<file path="src/design/rbps_pkg.sv">
`default_nettype none

package rbps_pkg;

  localparam int unsigned AddrW = 16;
  localparam int unsigned BankW = 2;

  typedef enum logic [6:0] {
    MODE_DISABLED = 7'b0000001,
    MODE_ENABLED  = 7'b0000010,
    MODE_ALT2     = 7'b0000100,
    MODE_ALT3     = 7'b0001000,
    MODE_BIT1     = 7'b0010000,
    MODE_BIT2     = 7'b0100000,
    MODE_BIT3     = 7'b1000000
  } mode_e;

  localparam logic [AddrW-1:0] SEL_MASK   = 16'hffcf;
  localparam logic [AddrW-1:0] SEL_BASE   = 16'h0080;
  localparam logic [AddrW-1:0] ALT2_MASK  = 16'h1fff;
  localparam logic [AddrW-1:0] ALT2_VALUE = 16'h1dff;
  localparam logic [AddrW-1:0] ALT3_MASK  = 16'h1ffc;
  localparam logic [AddrW-1:0] ALT3_VALUE = 16'h1b5c;
  localparam logic [AddrW-1:0] ALT4_MASK  = 16'h1fcf;
  localparam logic [AddrW-1:0] ALT4_VALUE = 16'h0080;
  localparam logic [AddrW-1:0] BIT1_MASK  = 16'h1ff0;
  localparam logic [AddrW-1:0] BIT1_VALUE = 16'h1540;
  localparam logic [AddrW-1:0] BIT2_MASK  = 16'h1ff3;
  localparam logic [AddrW-1:0] BIT2_CLR0  = 16'h1540;
  localparam logic [AddrW-1:0] BIT2_SET0  = 16'h1541;
  localparam logic [AddrW-1:0] BIT2_CLR1  = 16'h1542;
  localparam logic [AddrW-1:0] BIT2_SET1  = 16'h1543;
  localparam logic [AddrW-1:0] BIT3_MASK  = 16'h1ff8;
  localparam logic [AddrW-1:0] BIT3_VALUE = 16'h1550;
  localparam logic [BankW-1:0] RESET_BANK = 2'd3;

  typedef struct packed {
    mode_e            mode;
    logic [BankW-1:0] bank;
    logic [BankW-1:0] alt_pend;
    logic [BankW-1:0] bit_pend;
    logic [BankW-1:0] toggle;
  } seq_state_t;

endpackage

`default_nettype wire

</file>
<file path="src/design/rbps_intf.sv">
`default_nettype none

interface rbps_addr_if;
  logic        valid;
  logic        ready;
  logic [15:0] address;

  modport source (output valid, output address, input ready);
  modport sink   (input valid, input address, output ready);
endinterface

interface rbps_bank_if;
  logic       valid;
  logic       ready;
  logic [1:0] bank;

  modport source (output valid, output bank, input ready);
  modport sink   (input valid, input bank, output ready);
endinterface

`default_nettype wire

</file>
<file path="src/design/rbps_step.sv">
`default_nettype none

module rbps_step (
  input  rbps_pkg::seq_state_t       state_i,
  input  logic [rbps_pkg::AddrW-1:0] addr_i,
  output rbps_pkg::seq_state_t       state_o
);
  import rbps_pkg::*;

  logic             sel_hit;
  logic [BankW-1:0] sel_bank;
  logic [AddrW-1:0] bit2_x;

  assign sel_hit  = (addr_i & SEL_MASK) == SEL_BASE;
  assign sel_bank = addr_i[5:4];
  // toggle mask flips the low address bits during bit updates
  assign bit2_x   = (addr_i ^ {{(AddrW-BankW){1'b0}}, state_i.toggle}) & BIT2_MASK;

  always_comb begin
    state_o = state_i;
    if (addr_i == '0) begin
      state_o.mode = MODE_ENABLED;
    end else begin
      case (state_i.mode)
        MODE_ENABLED: begin
          if ((addr_i & BIT1_MASK) == BIT1_VALUE) begin
            state_o.mode = MODE_BIT1;
          end else if ((addr_i & ALT2_MASK) == ALT2_VALUE) begin
            state_o.mode = MODE_ALT2;
          end else if (sel_hit) begin
            state_o.mode = MODE_DISABLED;
            state_o.bank = sel_bank;
          end
        end
        MODE_ALT2: begin
          if ((addr_i & ALT3_MASK) == ALT3_VALUE) begin
            state_o.mode     = MODE_ALT3;
            state_o.alt_pend = addr_i[BankW-1:0];
          end else begin
            state_o.mode = MODE_ENABLED;
          end
        end
        MODE_ALT3: begin
          if ((addr_i & ALT4_MASK) == ALT4_VALUE) begin
            state_o.mode = MODE_DISABLED;
            state_o.bank = state_i.alt_pend;
          end
        end
        MODE_BIT1: begin
          if (sel_hit) begin
            state_o.mode     = MODE_BIT2;
            state_o.bit_pend = state_i.bank;
            state_o.toggle   = '0;
          end
        end
        MODE_BIT2: begin
          if (bit2_x == BIT2_CLR0) begin
            state_o.bit_pend[0] = 1'b0;
            state_o.toggle      = ~state_i.toggle;
          end else if (bit2_x == BIT2_SET0) begin
            state_o.bit_pend[0] = 1'b1;
            state_o.toggle      = ~state_i.toggle;
          end else if (bit2_x == BIT2_CLR1) begin
            state_o.bit_pend[1] = 1'b0;
            state_o.toggle      = ~state_i.toggle;
          end else if (bit2_x == BIT2_SET1) begin
            state_o.bit_pend[1] = 1'b1;
            state_o.toggle      = ~state_i.toggle;
          end else if ((addr_i & BIT3_MASK) == BIT3_VALUE) begin
            state_o.mode = MODE_BIT3;
          end
        end
        MODE_BIT3: begin
          if (sel_hit) begin
            state_o.mode = MODE_DISABLED;
            state_o.bank = state_i.bit_pend;
          end
        end
        default: begin
          state_o = state_i;
        end
      endcase
    end
  end

endmodule

`default_nettype wire

</file>
<file path="src/design/rom_bank_protection_sequencer_top.sv">
// rom bank protection sequencer
//
// addr_i carries one ROM access address per word; bank_o returns, for each
// accepted address, the bank (0 to 3) selected after that access. every
// address gets exactly one bank word, in order.
//
// the sequence state and the bank are registered at the edge that accepts the
// address, and the bank word is valid in the next cycle.
// throughput: one address per cycle unless bank_o stalls; the state update
// is one pass of compare and select logic from address into state register.
//
// addr_i.ready stays high while the output word is taken in the same cycle
// or no word is waiting; when the receiver stalls, the single output word
// holds and addr_i.ready drops until it is taken.
//
// reset (rst_ni low, asynchronous) gives bank 3 with the sequencer disabled;
// an access to address zero arms it.

`default_nettype none

module rom_bank_protection_sequencer_top (
  input  logic              clk_i,
  input  logic              rst_ni,
  rbps_addr_if.sink         addr_i,
  rbps_bank_if.source       bank_o
);
  import rbps_pkg::*;

  seq_state_t state_q, state_d;
  logic       out_valid_q, out_valid_d;
  logic       in_acc;

  assign addr_i.ready = !out_valid_q || bank_o.ready;
  assign in_acc       = addr_i.valid && addr_i.ready;

  rbps_step u_step (
    .state_i (state_q),
    .addr_i  (addr_i.address),
    .state_o (state_d)
  );

  assign out_valid_d = in_acc || (out_valid_q && !bank_o.ready);

  always_ff @(posedge clk_i or negedge rst_ni) begin
    if (!rst_ni) begin
      state_q.mode     <= MODE_DISABLED;
      state_q.bank     <= RESET_BANK;
      state_q.alt_pend <= '0;
      state_q.bit_pend <= '0;
      state_q.toggle   <= '0;
      out_valid_q      <= 1'b0;
    end else begin
      if (in_acc) begin
        state_q <= state_d;
      end
      out_valid_q <= out_valid_d;
    end
  end

  // the state bank is the result word; it only moves on an accepted address
  assign bank_o.valid = out_valid_q;
  assign bank_o.bank  = state_q.bank;

  a_mode_onehot: assert property (@(posedge clk_i) disable iff (!rst_ni)
    $onehot(state_q.mode))
    else $error("sequencer mode not one-hot");

  a_zero_arms: assert property (@(posedge clk_i) disable iff (!rst_ni)
    (in_acc && addr_i.address == '0) |=> (state_q.mode == MODE_ENABLED))
    else $error("address zero did not arm the sequencer");

  a_bank_needs_word: assert property (@(posedge clk_i) disable iff (!rst_ni)
    (state_q.bank != $past(state_q.bank)) |-> $past(in_acc))
    else $error("bank changed without an accepted address");

  a_word_follows: assert property (@(posedge clk_i) disable iff (!rst_ni)
    in_acc |=> out_valid_q)
    else $error("accepted address produced no bank word");

  a_disabled_holds: assert property (@(posedge clk_i) disable iff (!rst_ni)
    (in_acc && state_q.mode == MODE_DISABLED && addr_i.address != '0)
      |=> ($stable(state_q.bank) && state_q.mode == MODE_DISABLED))
    else $error("disabled sequencer reacted to an address");

endmodule

`default_nettype wire
</file>
<file path="src/flat_wrapper.sv">
// flat-port wrapper written by rule: the top's interface ports become plain ports
module rom_bank_protection_sequencer_top_flat import rbps_pkg::*;
  (clk_i, rst_ni, addr_i_valid, addr_i_address, addr_i_ready, bank_o_valid, bank_o_bank, bank_o_ready);
  rbps_addr_if addr_i_i ();
  rbps_bank_if bank_o_i ();
  input  logic clk_i;
  input  logic rst_ni;
  input wire logic [$bits(addr_i_i.valid)-1:0] addr_i_valid;
  input wire logic [$bits(addr_i_i.address)-1:0] addr_i_address;
  output wire logic [$bits(addr_i_i.ready)-1:0] addr_i_ready;
  output wire logic [$bits(bank_o_i.valid)-1:0] bank_o_valid;
  output wire logic [$bits(bank_o_i.bank)-1:0] bank_o_bank;
  input wire logic [$bits(bank_o_i.ready)-1:0] bank_o_ready;
  assign addr_i_i.valid = addr_i_valid;
  assign addr_i_i.address = addr_i_address;
  assign addr_i_ready = addr_i_i.ready;
  assign bank_o_valid = bank_o_i.valid;
  assign bank_o_bank = bank_o_i.bank;
  assign bank_o_i.ready = bank_o_ready;
  rom_bank_protection_sequencer_top u_core (.clk_i(clk_i), .rst_ni(rst_ni), .addr_i(addr_i_i), .bank_o(bank_o_i));
endmodule
</file>
<file path="config.mk">
export PLATFORM = sky130hd
export DESIGN_NAME = rom_bank_protection_sequencer_top_flat
export DESIGN_NICKNAME = d
export VERILOG_FILES = /design/src/design/rbps_pkg.sv /design/src/design/rbps_intf.sv /design/src/design/rbps_step.sv /design/src/design/rom_bank_protection_sequencer_top.sv /design/src/flat_wrapper.sv
export SDC_FILE = /design/constraint.sdc
export NUM_CORES = 1
export LEC_CHECK = 0
export BUFFER_PORTS_ARGS = -buffer_cell sky130_fd_sc_hd__buf_2
export CORE_UTILIZATION = 30
export CTS_CLUSTER_DIAMETER = 200
export DETAILED_ROUTE_END_ITERATION = 6
export HOLD_SLACK_MARGIN = 0.15
export MAX_ROUTING_LAYER = met4
export PLACE_DENSITY_LB_ADDON = 0.2
export SYNTH_ARGS = -nofsm -noshare
export SYNTH_HDL_FRONTEND = slang
export SYNTH_SLANG_ARGS = --single-unit
</file>
<file path="constraint.sdc">
create_clock -name clk_i -period 2.7 [get_ports clk_i]
set_input_delay 0.54 -clock clk_i [delete_from_list [all_inputs] [get_ports clk_i]]
set_output_delay 0.54 -clock clk_i [all_outputs]
set_load 0.1 [all_outputs]
</file>
==> results.py, run 1 <==
metrics = {
    "clocking": {
        "cts_sinks": 16,
        "cts_buffers": 3,
        "cts_hold_buffers": 0,
        "clk_pin_slew_ns": 0.06,
        "cts_setup_buffers": 0,
        "clock_path_buffers": 2,
        "clk_latency_ns": 0.25,
        "tritoncts": "yes",
        "post_cts_resized": 0,
        "h-tree-depth": 1,
        "cts_root_buf": "clkbuf_8",
    },
    "worst_setup_path": {
        "r2r_start": "u_core.state_q[11]",
        "arrival_ns": 2.44,
        "critPathMaxFanout": 10,
        "cp-startpoint": "u_core.state_q[11]",
        "crit_type": "register to register",
        "r2r_cells": 6,
        "cp-start-kind": "register",
        "critPathRequiredTime_ns": 2.82,
        "cp-end-kind": "register",
    },
    "floorplanning": {
        "die_area_um2": 4579,
        "floorplan.io_pins": 24,
        "start_util_pct": 31.88,
        "die_h_um": 67.67,
        "rows": 23,
        "core_area_um2": 4058,
        "die_w_um": 67.67,
    },
    "routing": {
        "wire_per_inst_um": 14.90,
        "wirelength_mm": 3.218,
        "first_iter_violations": 42,
        "ant_nets": 0,
        "via_per_inst": 5.671,
        "drtPass1Iterations": 4,
        "drc": 0,
        "route.vias.total": 1225,
    },
    "timing": {
        "fin_crit_ns": 2.319,
        "drv_slew": 0,
        "slew_headroom_pct": 67.77,
        "rsz0062_at_grt": "false",
        "fin_tns_setup_ns": 0,
        "hold_violations": 0,
        "setup_viol": 0,
        "max_freq_mhz": 431.2,
        "tightestPinTransition_ns": 0.4868,
        "fin_skew_ns": 0.001170,
        "fin_crit_sh_pct": 85.90,
    },
    "synthesis": {
        "async_flop_share_pct": 100.0,
        "synth_area_um2": 1294,
        "synth-seq-cells": 16,
        "syn_inst": 148,
        "ys_types": 48,
        "ys_top_cells_by_area": "dfrtp_1, dfstp_2, a21oi_1",
        "synth_edf_count": 0,
        "ys_seq_area_share_pct": 31.24,
        "synth_common_cells": "dfrtp_1, nor2_1, a21oi_1",
        "synth_top_area_cell": "dfrtp_1",
        "synth_most_common_cell": "dfrtp_1",
        "synth_ff_type": "dfrtp_1",
        "syn_area_per_cell_um2": 8.741,
        "synth_top_area_share_pct": 25.15,
        "yosys_warnings": 0,
        "synth_fp_nets": 168,
    },
    "finish": {
        "nFillCells": 428,
        "seqCellArea_um2": 404.1,
        "fin_area_um2": 1488,
        "antenna_cells": 0,
        "multi_input_area_um2": 824.5,
        "drive_above_1_share_pct": 28.92,
        "synthToLayoutAreaGrowth_pct": 14.99,
        "nets": 187,
    },
    "flow_run": {
        "cap_violations": 0,
    },
    "global_route": {
        "antenna_found_initial": 0,
        "grt_pass1_wl_mm": 5.278,
        "grt.overflow.total": 0,
        "grt_pass1_vias": 1149,
        "grt_usage_pct": 15.77,
        "grt_max_degree": 17,
    },
    "placement": {
        "place_congestion": 0.9011,
        "io_buffers": 23,
        "dp_hpwl_mm": 2.520,
        "placed_area_um2": 1433,
    },
    "power": {
        "p_leak_nw": 0.5939,
        "power.density_nw_per_um2": 623.6,
        "peakVddDrop_uv": 288.3,
    },
    "status": {
        "status": "complete, no violations",
    },
    "worst_hold_path": {
        "hp-class": "input port to asynchronous set/reset pin",
    },
}
## sequential cells by signal (all words and copies together) (netlist names)
signal               flops
u_core.bank_o.valid      1
u_core.state_q          13
u_core.bank_o.bank       2
## final cells by class
type / count / area share (%)
multi-input cells: 119 / 55.42
repair buffers: 26 / 9.251
flip-flops and latches: 16 / 27.17
clock buffers: 4 / 3.701
well taps: 50 / 4.205
inverters: 1 / 0.2523
## critical path, cell delays in order (launching register included)
cell and delay, ns:
dfrtp_1 0.52, nor4_4 0.39, and3_1 0.44, a41oi_1 0.09
nor2b_1 0.33, a21boi_0 0.31, mux2i_1 0.12
## worst paths after layout
kind | endpoint | slack, ns
worst max register to register | u_core.state_q[1] | 0.38
worst max-delay path | u_core.state_q[1] | 0.38
max in group asynchronous | u_core.bank_o.bank[0] | 2.20
worst min-delay path | u_core.state_q[12] | 0.19
min in group clk_i | u_core.state_q[0] | 0.49
worst min register to register | u_core.state_q[0] | 0.49
## where the power goes
part | internal, mW | switching (mW) | total (mW) | leakage, nW
Sequential | 0.288 | 0.0543 | 0.342 | 0.207
Clock | 0.129 | 0.0806 | 0.210 | 0.0288
Combinational | 0.113 | 0.263 | 0.376 | 0.358
Total | 0.530 | 0.398 | 0.928 | 0.594
## stage by stage
stage / instances / utilization [%] / hold slack, ns / total power [mW] / worst slack, ns
3_3_place_gp: 212 / 35.31 / 0.4614 / 0.7106 / 0.3319
4_1_cts: 216 / 36.66 / 0.2003 / 0.9299 / 0.3734
3_5_place_dp: 212 / 35.31 / 0.4700 / 0.7149 / 0.2811
6_report: 216 / 36.66 / 0.1904 / 0.9277 / 0.3807
5_1_grt: 216 / 36.66 / 0.2101 / 0.9746 / 0.2362
2_1_floorplan: 148 / - / 0.2444 / 0.6553 / 0.06633
## logic make-up (layout without fill, tap and decap cells)
logic type,count (synthesis),count (layout),share of synthesized area (%)
flip-flops,16,16,31.24
AND/OR/NAND/NOR,61,61,30.17
AO/OA/AOI/OAI,46,46,24.28
buffers and inverters,13,31,5.222
multiplexers,6,6,5.029
XOR/XNOR,6,6,4.063
## placed cells by master (no fill, tap or decap), types with 2 or more instances in the layout
cell / count
nand4_1: 4
xnor2_1: 3
nor4b_1: 2
or2_2: 2
xor2_1: 3
o22ai_1: 2
nor4_1: 2
mux2_2: 4
nand2b_1: 5
dfrtp_1: 13
and3_1: 4
dfstp_2: 3
o32ai_1: 2
nor2b_1: 3
nor4_4: 2
nor3_1: 6
nor2_1: 12
or3_1: 2
a21oi_1: 11
o21ai_0: 9
buf_4: 3
a2bb2oi_1: 2
nand2_1: 4
o31ai_1: 2
nand3_1: 5
a22o_1: 4
clkbuf_8: 4
buf_2: 23
mux2i_1: 2
o211ai_1: 4
## metal layers
metal	vias to the layer above	wire, um	track usage [%]
li1	603	-	-
met1	570	1491	19.61
met2	45	1528	25.50
met3	7	154	3.547
met4	0	42	4.255
met5	-	0	-
(Power assumes the default switching activity.)
==> inputs of run 2 (changes only) <==
--- a/config.mk
+++ b/config.mk
@@ -6,7 +6,7 @@
 export NUM_CORES = 1
 export LEC_CHECK = 0
 export BUFFER_PORTS_ARGS = -buffer_cell sky130_fd_sc_hd__buf_2
-export CORE_UTILIZATION = 30
+export CORE_UTILIZATION = 60
 export CTS_CLUSTER_DIAMETER = 200
 export DETAILED_ROUTE_END_ITERATION = 6
 export HOLD_SLACK_MARGIN = 0.15
@@ -14,4 +14,5 @@
 export PLACE_DENSITY_LB_ADDON = 0.2
 export SYNTH_ARGS = -nofsm -noshare
 export SYNTH_HDL_FRONTEND = slang
+export SYNTH_HIERARCHICAL = 1
 export SYNTH_SLANG_ARGS = --single-unit
==> constraint.sdc (replaced) <==
create_clock -name clk_i -period 3 [get_ports clk_i]
set_input_delay 0.6 -clock clk_i [delete_from_list [all_inputs] [get_ports clk_i]]
set_output_delay 0.6 -clock clk_i [all_outputs]
set_load 0.1 [all_outputs]
==> results.py, run 2 <==
metrics = {
    "routing": {
        "first_iter_violations": 83,
        "drc": 0,
        "wirelength_mm": 3.468,
        "ant_nets": 0,
        "wire_per_inst_um": 16.83,
        "route.vias.total": 1368,
        "via_per_inst": 6.641,
        "drtPass1Iterations": 4,
    },
    "clocking": {
        "clock_path_buffers": 2,
        "post_cts_resized": 0,
        "h-tree-depth": 1,
        "clk_latency_ns": 0.29,
        "cts_buffers": 3,
        "tritoncts": "yes",
        "cts_sinks": 16,
        "cts_root_buf": "clkbuf_4",
        "clk_pin_slew_ns": 0.10,
        "cts_setup_buffers": 0,
        "cts_hold_buffers": 0,
    },
    "worst_setup_path": {
        "path_cells": "or4_4 > or4b_4 > nor2_4 > mux2_1 > mux2_4",
        "r2r_end": "u_core/state_q[4]",
        "critPathBufInv": 0,
        "crit_type": "register to register",
        "cp_top_family": "simple AND/OR/NAND/NOR gates",
        "arrival_ns": 2.76,
        "r2r_cells": 5,
        "cp-end-kind": "register",
        "cp-start-kind": "register",
        "cpMaxStageDelayCell": "or4_4",
        "max_stage_delay_ns": 0.62,
        "reg2reg_slack_ns": 0.42,
        "critPathMaxFanout": 10,
        "r2r_start": "u_core/state_q[14]",
        "critPathRequiredTime_ns": 3.18,
    },
    "power": {
        "p_leak_nw": 0.6969,
        "peakVddDrop_uv": 191.1,
        "combinationalPowerShare_pct": 27.2,
        "p_sw_mw": 0.1602,
        "seq_power_share_pct": 47.1,
        "p_sw_share_pct": 33.27,
        "power.density_nw_per_um2": 301.7,
        "p_int_mw": 0.3214,
        "clockPowerShare_pct": 25.8,
    },
    "finish": {
        "layout_common_cells": "buf_2, dfrtp_1, nand2_1",
        "drive_above_1_share_pct": 31.46,
        "nets": 199,
        "final_common_cell": "buf_2",
        "synthToLayoutAreaGrowth_pct": 8.503,
        "largest_reg_flops": 13,
        "regMostFlops": "u_core/state_q",
        "antenna_cells": 0,
    },
    "floorplanning": {
        "die_h_um": 51.52,
        "core_area_um2": 2255,
        "floorplan.io_pins": 24,
        "die_area_um2": 2654,
        "rows": 17,
        "start_util_pct": 65.26,
        "die_w_um": 51.52,
    },
    "status": {
        "status": "complete, no violations",
    },
    "synthesis": {
        "synth_top_area_share_pct": 22.11,
        "synth_fp_nets": 177,
        "synth-seq-cells": 16,
        "syn_area_per_cell_um2": 9.372,
        "synth_common_cells": "dfrtp_1, nand2_1, nor2_1",
        "synth_edf_count": 0,
        "yosys_warnings": 6,
        "synth_area_um2": 1471,
        "synth_ff_type": "dfrtp_1",
        "ys_top_cells_by_area": "dfrtp_1, mux2_4, dfstp_2",
        "async_flop_share_pct": 100.0,
        "ys_seq_area_share_pct": 27.47,
        "synth_top_area_cell": "dfrtp_1",
        "syn_inst": 157,
        "ys_types": 52,
    },
    "placement": {
        "io_buffers": 23,
        "place_congestion": 0.9601,
        "dp_hpwl_mm": 2.648,
    },
    "timing": {
        "slew_headroom_pct": 56.09,
        "rsz0062_at_grt": "false",
        "setup_viol": 0,
        "fin_skew_ns": 0.007870,
        "finalHoldWorstSlack_ns": 0.1963,
        "drv_slew": 0,
        "hold_violations": 0,
        "fin_crit_ns": 2.581,
        "tightestPinTransition_ns": 0.6495,
        "fin_crit_sh_pct": 86.02,
        "max_freq_mhz": 387.5,
        "fin_tns_setup_ns": 0,
    },
    "global_route": {
        "antenna_found_initial": 0,
        "grt_usage_pct": 29.49,
        "grt_pass1_vias": 1257,
        "grt_pass1_wl_mm": 5.664,
        "grt.overflow.total": 0,
        "grt_max_degree": 17,
    },
    "flow_run": {
        "cap_violations": 0,
    },
    "worst_hold_path": {
        "hp-class": "input port to asynchronous set/reset pin",
    },
}
[run 2: cell types whose count changed in the layout (fill, tap and decap cells not counted), moves of 4 or more]
cell	before	now
nand2b_1	5	1
a21oi_1	11	4
mux2_4	0	10
clkbuf_8	4	0
nand2_1	4	13
[run 2: cell type report]
cell class,instances,area (um2)
Clock buffer,4,26.28
Tap cell,28,35.03
Multi-Input combinational cell,131,993.5
Timing Repair Buffer,25,130.1
Inverter,2,7.507
Sequential cell,16,404.1
Fill cell,183,658.1
[run 2: cell families after synthesis]
family / share of synthesized area [%]
compound gates: 15.99
xor+xnor: 2.977
buf+inv: 5.017
flops: 27.47
mux: 19.05
simple gates: 29.51
[run 2: power by group through the flow]
stage	Clock (mW)	Combinational (mW)	Sequential, mW
floorplan	0	0.0853	0.235
global placement	0	0.125	0.230
detailed placement	0	0.127	0.231
CTS	0.128	0.128	0.226
global route	0.136	0.141	0.227
finish	0.124	0.131	0.227
[run 2: worst max path at each step]
stage | from | endpoint | slack, ns | depth (start not counted)
after global placement | addr_i_address[1] | u_core/state_q[2] | 0.39 | 7
after CTS | u_core/state_q[14] | u_core/state_q[4] | 0.44 | 5
after global routing | u_core/state_q[14] | u_core/state_q[11] | 0.29 | 6
after detailed placement | addr_i_address[0] | u_core/state_q[2] | 0.31 | 7
after floorplan | addr_i_address[1] | u_core/state_q[13] | 0.57 | 8
final | u_core/state_q[14] | u_core/state_q[4] | 0.42 | 5
[run 2: metrics by stage]
step	total power [mW]	utilization, %	instances	cell area (um2)	worst slack (ns)
final	0.4817	70.81	206	1597	0.4193
after global routing	0.5043	70.81	206	1597	0.2930
after CTS	0.4823	70.81	206	1597	0.4442
after floorplan	0.3202	-	157	1471	0.5731
after global placement	0.3549	69.64	202	1570	0.3883
after detailed placement	0.3583	69.64	202	1570	0.3105
[run 2: routing by layer]
layer | vias to the layer above | wire length [um] | global-route usage [%]
li1 | 642 | - | -
met1 | 630 | 1578 | 38.29
met3 | 13 | 278 | 4.094
met2 | 83 | 1543 | 46.54
met4 | 0 | 68 | 11.26
met5 | - | 0 | -
==> inputs of run 3 (changes only) <==
--- a/config.mk
+++ b/config.mk
@@ -5,13 +5,17 @@
 export SDC_FILE = /design/constraint.sdc
 export NUM_CORES = 1
 export LEC_CHECK = 0
+export ABC_AREA = 1
 export BUFFER_PORTS_ARGS = -buffer_cell sky130_fd_sc_hd__buf_2
-export CORE_UTILIZATION = 60
+export CELL_PAD_IN_SITES_DETAIL_PLACEMENT = 0
+export CELL_PAD_IN_SITES_GLOBAL_PLACEMENT = 1
+export CORE_UTILIZATION = 43
 export CTS_CLUSTER_DIAMETER = 200
 export DETAILED_ROUTE_END_ITERATION = 6
 export HOLD_SLACK_MARGIN = 0.15
 export MAX_ROUTING_LAYER = met4
 export PLACE_DENSITY_LB_ADDON = 0.2
+export REMOVE_ABC_BUFFERS = 1
 export SYNTH_ARGS = -nofsm -noshare
 export SYNTH_HDL_FRONTEND = slang
 export SYNTH_HIERARCHICAL = 1
==> results.py, run 3 <==
metrics = {
    "clocking": {
        "h-tree-depth": 1,
        "clk_pin_slew_ns": 0.07,
        "cts_buffers": 3,
        "clock_path_buffers": 2,
        "cts_sinks": 16,
        "cts_setup_buffers": 0,
        "cts_hold_buffers": 0,
        "cts_root_buf": "clkbuf_8",
        "post_cts_resized": 0,
        "clk_latency_ns": 0.25,
        "tritoncts": "yes",
    },
    "timing": {
        "slew_headroom_pct": 65.94,
        "tightestPinTransition_ns": 0.5063,
        "rsz0062_at_grt": "false",
        "fin_crit_sh_pct": 65.96,
        "fin_skew_ns": 0.002312,
        "hold_violations": 0,
        "max_freq_mhz": 505.4,
        "fin_crit_ns": 1.979,
        "setup_viol": 0,
        "drv_slew": 0,
        "fin_tns_setup_ns": 0,
    },
    "finish": {
        "fin_area_um2": 1854,
        "largest_reg_flops": 13,
        "synthToLayoutAreaGrowth_pct": 10.85,
        "final_util_pct": 50.27,
        "drive_above_1_share_pct": 20.27,
        "antenna_cells": 0,
        "layout_common_cells": "nand2_1, nand3_1, inv_1",
        "regMostFlops": "u_core/state_q",
        "nets": 312,
        "final_common_cell": "nand2_1",
    },
    "worst_setup_path": {
        "critPathRequiredTime_ns": 2.40,
        "cp_common_cell": "buf_2",
        "crit_path_end": "addr_i_ready",
        "cp-end-kind": "output pin",
        "cpMaxStageDelayCell": "buf_2",
        "critPathBufInv": 3,
        "arrival_ns": 1.38,
        "cp_top_family": "buffers and inverters",
        "critPathMaxFanout": 18,
        "cp-startpoint": "bank_o_ready",
        "crit_type": "input port to output pin",
        "max_stage_delay_ns": 0.47,
        "path_cells": "buf_2 > inv_1 > nand2_4 > buf_2",
        "path_depth": 4,
        "r2r_cells": 10,
        "cp-start-kind": "input port",
        "reg2reg_slack_ns": 1.20,
        "r2r_start": "u_core/state_q[10]",
        "r2r_end": "u_core/state_q[14]",
    },
    "routing": {
        "first_iter_violations": 78,
        "via_per_inst": 5.330,
        "drc": 0,
        "drtPass1Iterations": 4,
        "ant_nets": 0,
        "wire_per_inst_um": 12.95,
        "route.vias.total": 1807,
        "wirelength_mm": 4.390,
    },
    "synthesis": {
        "synth_edf_count": 0,
        "ys_top_cells_by_area": "nand2_1, dfrtp_1, nand3_1",
        "synth_ff_type": "dfrtp_1",
        "syn_inst": 270,
        "ys_types": 30,
        "syn_area_per_cell_um2": 6.196,
        "synth_area_um2": 1673,
        "synth_common_cells": "nand2_1, nand3_1, inv_1",
        "synth_top_area_cell": "nand2_1",
        "yosys_warnings": 6,
        "ys_seq_area_share_pct": 24.16,
        "synth-seq-cells": 16,
        "synth_top_area_share_pct": 21.09,
        "synth_most_common_cell": "nand2_1",
        "async_flop_share_pct": 100.0,
    },
    "floorplanning": {
        "core_area_um2": 3689,
        "rows": 22,
        "die_area_um2": 4144,
        "die_w_um": 64.37,
        "floorplan.io_pins": 24,
        "start_util_pct": 45.35,
        "die_h_um": 64.37,
    },
    "global_route": {
        "grt.overflow.total": 0,
        "antenna_found_initial": 0,
        "grt_pass1_wl_mm": 7.493,
        "grt_pass1_vias": 1590,
        "grt_max_degree": 19,
        "grt_usage_pct": 24.11,
    },
    "status": {
        "status": "complete, no violations",
    },
    "worst_hold_path": {
        "hp-class": "input port to asynchronous set/reset pin",
    },
    "placement": {
        "io_buffers": 23,
        "dp_hpwl_mm": 3.409,
        "placed_area_um2": 1799,
        "place_congestion": 0.8569,
    },
    "flow_run": {
        "cap_violations": 0,
    },
    "power": {
        "p_leak_nw": 0.9832,
        "power.density_nw_per_um2": 758.0,
        "total_power_mw": 1.405,
        "peakVddDrop_uv": 517.8,
    },
}
[run 3: cell types whose count changed in the layout (fill, tap and decap cells not counted), moves of 7 or more]
cell	previous run	this run
nor2_2	0	7
inv_1	2	26
nand2_1	13	94
nor2_1	12	23
o21ai_0	11	3
nand3_1	3	42
mux2_4	10	0
[run 3: kinds of logic (layout without fill, tap and decap cells)]
group / after synthesis / in the layout / share of synthesized area, %
and+or+nand+nor: 198 / 198 / 57.89
buffers and inverters: 37 / 58 / 9.872
DFF: 16 / 16 / 24.16
AOI/OAI and AO/OA: 15 / 15 / 5.684
xor gates and xnor gates: 2 / 2 / 1.047
muxes: 2 / 2 / 1.346
[run 3: final cells by class]
| type | instances | area [um2] |
|---|---|---|
| clock buffers | 4 | 55.05 |
| fillers | 403 | 1834 |
| inverters | 31 | 116.4 |
| multi-input cells | 217 | 1104 |
| flip-flops and latches | 16 | 404.1 |
| well taps | 48 | 60.06 |
| repair buffers | 23 | 115.1 |
[run 3: through the flow]
step | std cells | hold slack [ns] | worst slack, ns
final | 339 | 0.2567 | 1.021
after detailed placement | 335 | 0.4750 | 0.9517
after global routing | 339 | 0.2772 | 0.9640
after floorplan | 264 | 0.3044 | 1.007
after global placement | 335 | 0.4760 | 0.9285
after CTS | 339 | 0.2760 | 1.009
[run 3: how the worst min path moves through the flow]
stage / depth (start not counted) / endpoint
after floorplan: 0 / u_core/bank_o.valid
after global placement: 2 / u_core/state_q[8]
after detailed placement: 2 / u_core/state_q[8]
after CTS: 1 / u_core/state_q[5]
after global routing: 1 / u_core/state_q[10]
final: 1 / u_core/state_q[10]
[run 3: where the power goes]
| group | leakage (nW) | total, mW | internal [mW] | switching [mW] |
|---|---|---|---|---|
| combinational | 0.752 | 0.827 | 0.280 | 0.547 |
| sequential | 0.202 | 0.379 | 0.290 | 0.0898 |
| clock | 0.0288 | 0.199 | 0.117 | 0.0825 |
| total | 0.983 | 1.41 | 0.686 | 0.719 |
[run 3: metal layers]
layer | GRT usage (%) | wire length [um] | up-vias
li1 | - | - | 917
met1 | 32.35 | 2080 | 841
met2 | 37.63 | 1997 | 45
met3 | 3.214 | 263 | 4
met4 | 7.222 | 48 | 0
met5 | - | 0 | -
